**config.mk**
```make
export PLATFORM = sky130hd
export DESIGN_NAME = blr_ctrl
export DESIGN_NICKNAME = d
export VERILOG_FILES = /design/src/sv/blr_pkg.sv /design/src/sv/blr_ctrl.sv
export SDC_FILE = /design/constraint.sdc
export NUM_CORES = 1
export LEC_CHECK = 0
export BUFFER_PORTS_ARGS = -buffer_cell sky130_fd_sc_hd__buf_2
export CORE_AREA = 2 2 39 41
export DETAILED_ROUTE_END_ITERATION = 8
export DIE_AREA = 0 0 41 43
export GPL_TIMING_DRIVEN = 0
export PLACE_DENSITY = 0.55
export REMOVE_ABC_BUFFERS = 1
export SLEW_MARGIN = 15
export SYNTH_ARGS = -nofsm -noshare
export SYNTH_HDL_FRONTEND = slang
export SYNTH_SLANG_ARGS = --single-unit
```
**constraint.sdc**
```tcl
create_clock -name clk -period 2.05 [get_ports clk]
set_input_delay 0.615 -clock clk [delete_from_list [all_inputs] [get_ports clk]]
set_output_delay 0.615 -clock clk [all_outputs]
set_load 0.05 [all_outputs]
```
**src/sv/blr_pkg.sv**
```systemverilog
// Shared types and constants for the line rasterizer core.
// No dependencies.
package blr_pkg;

  localparam logic [31:0] LINE_COLOUR = 32'h96FF8833;

  localparam logic CMD_DRAW = 1'b0;
  localparam logic CMD_READ = 1'b1;

  // register select is paddr[2]
  localparam logic REG_WIDTH  = 1'b0;
  localparam logic REG_HEIGHT = 1'b1;

  localparam int unsigned CFG_AW = 3;

  typedef struct packed {
    logic               command;
    logic signed [15:0] start_x;
    logic signed [15:0] start_y;
    logic signed [15:0] end_x;
    logic signed [15:0] end_y;
  } in_item_t;

  typedef struct packed {
    logic [31:0] read_data;
    logic [9:0]  pixels_drawn;
  } out_item_t;

  typedef struct packed {
    logic clr_en;
    logic load;
    logic step;
    logic rd_issue;
  } dp_cmd_t;

  typedef struct packed {
    logic clr_last;
    logic walk_last;
  } dp_sts_t;

endpackage

```
**src/sv/blr_ctrl.sv**
```systemverilog
// Controller FSM of the line rasterizer: clear sweep, walk, read, drain, result.
// Depends on blr_pkg.
module blr_ctrl
  import blr_pkg::*;
(
  input  logic    clk,
  input  logic    rst_n,
  input  logic    start,
  input  logic    command,
  input  dp_sts_t sts,
  output dp_cmd_t cmd,
  output logic    busy,
  output logic    out_valid
);

  typedef enum logic [2:0] {
    S_CLEAR,
    S_IDLE,
    S_WALK,
    S_READ,
    S_DRAIN,
    S_DONE
  } state_t;

  state_t state_r, state_nxt;
  logic   drn_r, drn_nxt;
  logic   busy_r, out_valid_r;

  always_comb begin
    state_nxt = state_r;
    drn_nxt   = drn_r;
    cmd       = '0;
    case (state_r)
      S_CLEAR: begin
        cmd.clr_en = 1'b1;
        if (sts.clr_last) begin
          state_nxt = S_IDLE;
        end
      end
      S_IDLE: begin
        if (start) begin
          cmd.load  = 1'b1;
          state_nxt = (command == CMD_READ) ? S_READ : S_WALK;
        end
      end
      S_WALK: begin
        cmd.step = 1'b1;
        if (sts.walk_last) begin
          state_nxt = S_DRAIN;
          drn_nxt   = 1'b0;
        end
      end
      S_READ: begin
        cmd.rd_issue = 1'b1;
        state_nxt    = S_DRAIN;
        drn_nxt      = 1'b0;
      end
      S_DRAIN: begin
        drn_nxt = 1'b1;
        if (drn_r) begin
          state_nxt = S_DONE;
        end
      end
      S_DONE: begin
        state_nxt = S_IDLE;
      end
      default: begin
        state_nxt = S_IDLE;
      end
    endcase
  end

  always_ff @(posedge clk) begin
    if (!rst_n) begin
      state_r     <= S_CLEAR;
      drn_r       <= 1'b0;
      busy_r      <= 1'b1;
      out_valid_r <= 1'b0;
    end else begin
      state_r     <= state_nxt;
      drn_r       <= drn_nxt;
      busy_r      <= (state_nxt != S_IDLE);
      out_valid_r <= (state_nxt == S_DONE);
    end
  end

  assign busy      = busy_r;
  assign out_valid = out_valid_r;

  a_strobe_single: assert property (@(posedge clk) disable iff (!rst_n)
    out_valid |=> !out_valid)
    else $error("result strobe held longer than one cycle");

  a_strobe_busy: assert property (@(posedge clk) disable iff (!rst_n)
    out_valid |-> busy)
    else $error("result strobe while idle");

  a_accept_busy: assert property (@(posedge clk) disable iff (!rst_n)
    (start && !busy) |=> (busy && !out_valid))
    else $error("transaction accepted but core not busy");

  a_step_excl: assert property (@(posedge clk) disable iff (!rst_n)
    !(cmd.step && cmd.clr_en) && !(cmd.rd_issue && cmd.step))
    else $error("conflicting datapath commands");

endmodule

```
# Word-level counts from Yosys, hierarchy flattened
# Cells that the tools add are included.
# word_totals
rom_bits	0
output_inout_bits	6
ff_bits	6
word_cells	27
n_memories	0
latch_bits	0
inputBits	6
ramBits	0
# classes
bitwise_logic	0
multipliers	0
n_shift	0
order_cmp	0
eq_ne	7
div_mod_pow	0
addsub	0
n_reduce_logical	3
muxes	13
# ops
cell	count
3-bit one-hot mux with 5 select lines	1
3-bit two-way mux	4
1-bit two-way mux	7
3-bit by 2-bit equality test with 1-bit output, second input constant	2
3-bit equality test, second input constant	2
3-bit by 1-bit equality test with 1-bit output, second input constant	1
3-bit zero test	1
3-bit by 1-bit != test with 1-bit output, second input constant	1
1-bit one-hot mux with 3 select lines	1
3-bit nonzero test	1
2-bit != test, second input constant	1
2-bit AND reduction	1

# Longest topological paths before layout
# Gate-level depths: netlist (run 1).
# logic_depth
depth_word	4
depth_mapped	4
ltp_nobuf	3

# Worst setup path after synthesis (run 1)
# OpenSTA, ideal clock, no wires.
# synth_path
path_type	input port to output port
from	input port start
to	output port cmd[2] (netlist name)
path_slack_ns	-0.276
cell_stages	2
t_arrival_ns	1.711
t_required_ns	1.435
cell_sequence	nand2_1 nor3_1
# synth_rtl
item	line_no	rtl
from (decl)	blr_ctrl.sv:8	input logic start,
to (decl)	blr_ctrl.sv:11	output dp_cmd_t cmd,

==> results of run 1 <==
==> registers in the layout, summed over array words and instances, names as in the netlist <==
name / flops
out_valid: 1
busy: 1
state_r: 3
drn_r: 1
==> cell usage after synthesis (all sizes together) <==
| cell | n |
|---|---|
| a21boi | 1 |
| or3b | 2 |
| or3 | 1 |
| nand2 | 3 |
| a21oi | 2 |
| nor2 | 3 |
| nor3b | 2 |
| and2 | 1 |
| o21ai | 5 |
| buf | 3 |
| and3b | 2 |
| o21ba | 1 |
| dfxtp | 6 |
| nand3b | 1 |
| nor3 | 2 |
==> power breakdown <==
group | leakage [nW] | total [mW] | switching [mW] | internal, mW
Sequential | 0.0491 | 0.136 | 0.0113 | 0.125
Clock | 0.0138 | 0.107 | 0.0411 | 0.0661
Combinational | 0.109 | 0.0757 | 0.0500 | 0.0257
Total | 0.172 | 0.319 | 0.102 | 0.217
==> routing by layer <==
layer	up-vias	GRT usage, %	share of wire [%]
met5	-	0	0
met4	0	8.00	0
met3	0	1.57	1.6
met2	3	12.8	56
met1	122	10.6	42
li1	145	-	-
==> logic make-up after synthesis <==
| group | after synthesis | synth area share, % |
|---|---|---|
| and+or+nand+nor | 17 | 34.7 |
| AOI/OAI and AO/OA | 9 | 19.5 |
| DFF | 6 | 36.6 |
| buffers and inverters | 3 | 9.16 |
==> placed cells by master, fill, tap and decap left out, types with 2 or more instances in the layout <==
master    count
and3b_2       2
buf_2        11
clkbuf_4      3
dfxtp_1       6
nand2_1       3
nor2_1        3
nor3_1        2
o21ai_0       3
o21ai_2       2
==> worst max path at each step <==
stage	start	endpoint	slack (ps)
CTS	state_r[0]$_SDFF_PN0_	cmd[2]	130
floorplan	start	cmd[2]	-290
detailed placement	start	cmd[2]	220
global route	state_r[0]$_SDFF_PN0_	cmd[2]	40
global placement	start	cmd[2]	240
finish	state_r[0]$_SDFF_PN0_	cmd[2]	160
==> per-stage QoR <==
| stage | setup WS [ps] | power, mW |
|---|---|---|
| 3_5_place_dp | 215 | 0.215 |
| 6_report | 160 | 0.319 |
| 3_3_place_gp | 235 | 0.215 |
| 5_1_grt | 43.1 | 0.344 |
| 4_1_cts | 131 | 0.325 |
| 2_1_floorplan | -287 | 0.194 |
==> layout make-up <==
class                      instances  area (um^2)
tap                               16         20.0
sequential                         6          120
fill                             158          988
clock buffer                       3         22.5
multi-input combinational         26          178
timing repair buffer              11         55.1
==> worst max-delay path, stage by stage (launching register included) <==
cell     delay (ps)
dfxtp_1         500
nand2_1         110
nor3_1          140
buf_2           280
==> flow_summary.toml, run 1 <==
[outcome]
status = "completed"

[critical_path]
path_class = "reg2out"
worstReg2RegStart = "state_r[2]$_SDFF_PN0_"
ff2ff_setup_slack_ps = 760
cp.required_ps = 1430
path_max_fanout = 11
reg2reg_to = "out_valid$_SDFF_PN0_"
cp-start-kind = "flop"
crit_path_end_kind = "primary output"
worst_ep_arrival_time_ps = 1270
reg2reg_depth = 3

[clock_network]
cts_hold_buf = 0
cts.sinks = 6
cts_tree = "yes"
clk_pin_slew_ps = 50
cts_resized = 0
cts_buffers = 3
postCtsSetupBuffers = 0
clock_latency_ps = 240
htreeDepth = 1
root_buffer = "clkbuf_4"
cts_buffer_depth = 2

[timing]
grt_setup_unrepaired = "false"
fmax_mhz = 529
hold_ws_ps = 491
fin_setup_tns_ps = 0
finalCritPeriodShare_pct = 92.2
worst_slew_pin_slew_ps = 336
finalCriticalPeriod_ps = 1890
finalSetupViolCount = 0
clock_skew_ps = 3.02
slew_headroom_pct = 77.6
drv_slew = 0
hold_violations = 0

[logic_synthesis]
netlist_instances = 35
ys_seq_area_share_pct = 36.6
synth_top_area_share_pct = 36.6
ys_top_cells_by_area = "dfxtp_1, buf_6, and3b_2"
postSynthAreaPerCell_um2 = 9.37
yosys_warnings = 0
synthDistinctLibCells = 20
netlist_area_um2 = 328
yosys.area.top_type = "dfxtp_1"
ys_ff_latch = 6

[route]
wl_per_cell_um = 9.11
viasPerCell = 4.35
drt_iter0_markers = 2
wirelength_um = 565
route.vias.total = 270
drc = 0
drtAntennaViolNets = 0
first_pass_iters = 2

[die]
initial_core_util_pct = 23.7
rows = 14
ios = 12
die_area_mm2 = 0.00176
die_h_um = 43
fp.dieW_um = 41
core_area_mm2 = 0.00138

[final_layout]
diodes = 0
final_area_um2 = 395
fin_util_pct = 28.6
layoutNonFillerInstCount = 62
syn_to_final_growth_pct = 20.6
final_nets = 54
drive_above_1_share_pct = 50.0

[power_and_ir_drop]
leakage_nw = 0.172
ir_drop_uv = 153
p_per_area_mw_per_mm2 = 807

[worst_hold_path]
min_from = "drn_r$_SDFFE_PN0P_"
hold_path_depth = 2
min_to = "drn_r$_SDFFE_PN0P_"
min_path_type = "reg2reg"

[flow_run]
cap_violations = 0

[global_route]
antenna_found_initial = 0
grtUsageTotal_pct = 8.93
grt_pass1_vias = 276
grt_pass1_wl_um = 1050
grt_max_degree = 12
grt_overflow = 0

[placed_design]
numPortBuffers = 11
placed_area_um2 = 373
place_inst = 59
gp_congestion = 0.696
post-dp-hpwl_um = 432
No activity file was read; power rests on OpenSTA's default activity.
==> run 2: changes to the inputs <==
CTS_BUF_LIST = sky130_fd_sc_hd__clkbuf_8   (was not set)
clock period = 1.83 ns   (was 2.05 ns; I/O delays follow)
==> flow_summary.toml, run 2 (synthesis results as in run 1) <==
[timing]
slew_headroom_pct = 77.7
drv_slew = 0
finalSetupViolCount = 0
finalCritPeriodShare_pct = 94.0
fin_setup_tns_ps = 0
hold_ws_ps = 489
grt_setup_unrepaired = "false"
fmax_mhz = 582
finalCriticalPeriod_ps = 1720
layout_setup_ws_ps = 111
worst_slew_pin_slew_ps = 334
clock_skew_ps = 4.07
hold_violations = 0

[route]
wl_per_cell_um = 9.56
drc = 0
drt_iter0_markers = 2
first_pass_iters = 2
wirelength_um = 593
top_layer = "met4"
viasPerCell = 4.47
drtAntennaViolNets = 0
route.vias.total = 277
wl_met1_um = 246
wl_met3_um = 9
wl_met2_um = 321

[worst_hold_path]
hold_path_depth = 2
min_from = "drn_r$_SDFFE_PN0P_"
min_to = "drn_r$_SDFFE_PN0P_"
min_path_type = "reg2reg"

[placed_design]
numPortBuffers = 11
dp_slack_ps = 127
placed_area_um2 = 373
post-dp-hpwl_um = 432
place_inst = 59
gp_congestion = 0.696

[power_and_ir_drop]
pwr-share-comb_pct = 19.5
sequentialPowerShare_pct = 35.4
power_uw = 435
clkPwrFrac_pct = 45.1
leakage_nw = 0.181
ir_drop_uv = 171
p_int_uw = 311
p_per_area_mw_per_mm2 = 1050
swShare_pct = 28.5
netSwitchingPower_uw = 124

[clock_network]
htreeDepth = 1
cts_hold_buf = 0
clk_pin_slew_ps = 40
cts.sinks = 6
cts_buffers = 3
clock_latency_ps = 220
cts_buffer_depth = 2
root_buffer = "clkbuf_8"
cts_tree = "yes"
cts_resized = 0
postCtsSetupBuffers = 0

[global_route]
antenna_found_initial = 0
grt_pass1_wl_um = 1080
grt_max_degree = 12
grtUsageTotal_pct = 9.63
grt_overflow = 0
grt_pass1_vias = 283

[final_layout]
layout_common_cells = "buf_2, dfxtp_1"
fillers = 155
fin_util_pct = 30.1
layoutNonFillerInstCount = 62
regMostFlops = "state_r"
syn_to_final_growth_pct = 27.1
largest_reg_flops = 3
drive_above_1_share_pct = 54.3
final_common_cell = "buf_2"
final_nets = 54
diodes = 0
final_area_um2 = 417

[critical_path]
cp.required_ps = 1280
reg2reg_to = "out_valid$_SDFF_PN0_"
cp-start-kind = "flop"
ff2ff_setup_slack_ps = 550
path_max_fanout = 10
path_class = "reg2out"
crit_path_end_kind = "primary output"
worst_ep_arrival_time_ps = 1170
startpoint = "state_r[2]$_SDFF_PN0_"
worstReg2RegStart = "state_r[2]$_SDFF_PN0_"
reg2reg_depth = 3

[die]
core_area_mm2 = 0.00138
die_h_um = 43
initial_core_util_pct = 23.7
fp.dieW_um = 41
ios = 12
rows = 14
die_area_mm2 = 0.00176

[outcome]
status = "completed"

[flow_run]
cap_violations = 0
[run 2: worst max-delay path, cell delays in order (launching register included)]
cell and delay [ps]:
dfxtp_1 510, and3b_2 240, buf_2 200
[run 2: how the worst max path moves through the flow]
stage,endpoint,slack [ps],cells past startpoint
floorplan,cmd[2],-370,2
global placement,cmd[2],150,4
detailed placement,cmd[2],130,4
CTS,cmd[2],6,3
global route,cmd[0],40,2
finish,cmd[0],110,2
[run 2: metal layers]
metal	global-route usage, %	up-vias
li1	-	145
met1	10.6	125
met2	13.1	5
met3	1.57	2
met4	12.0	0
met5	0	-
[run 2: power by group through the flow]
| stage | Clock, mW | Sequential, mW | Combinational, mW |
|---|---|---|---|
| floorplan | 0 | 0.164 | 0.0541 |
| global placement | 0 | 0.155 | 0.0854 |
| detailed placement | 0 | 0.155 | 0.0856 |
| CTS | 0.202 | 0.153 | 0.0857 |
| global route | 0.213 | 0.156 | 0.0933 |
| finish | 0.197 | 0.154 | 0.0848 |
[run 2: cell type report]
type	count	area, um^2	area share, %
Tap cell	16	20.0	4.80
Timing Repair Buffer	11	55.1	13.2
Clock buffer	3	41.3	9.91
Multi-Input combinational cell	26	178	42.6
Sequential cell	6	123	29.4
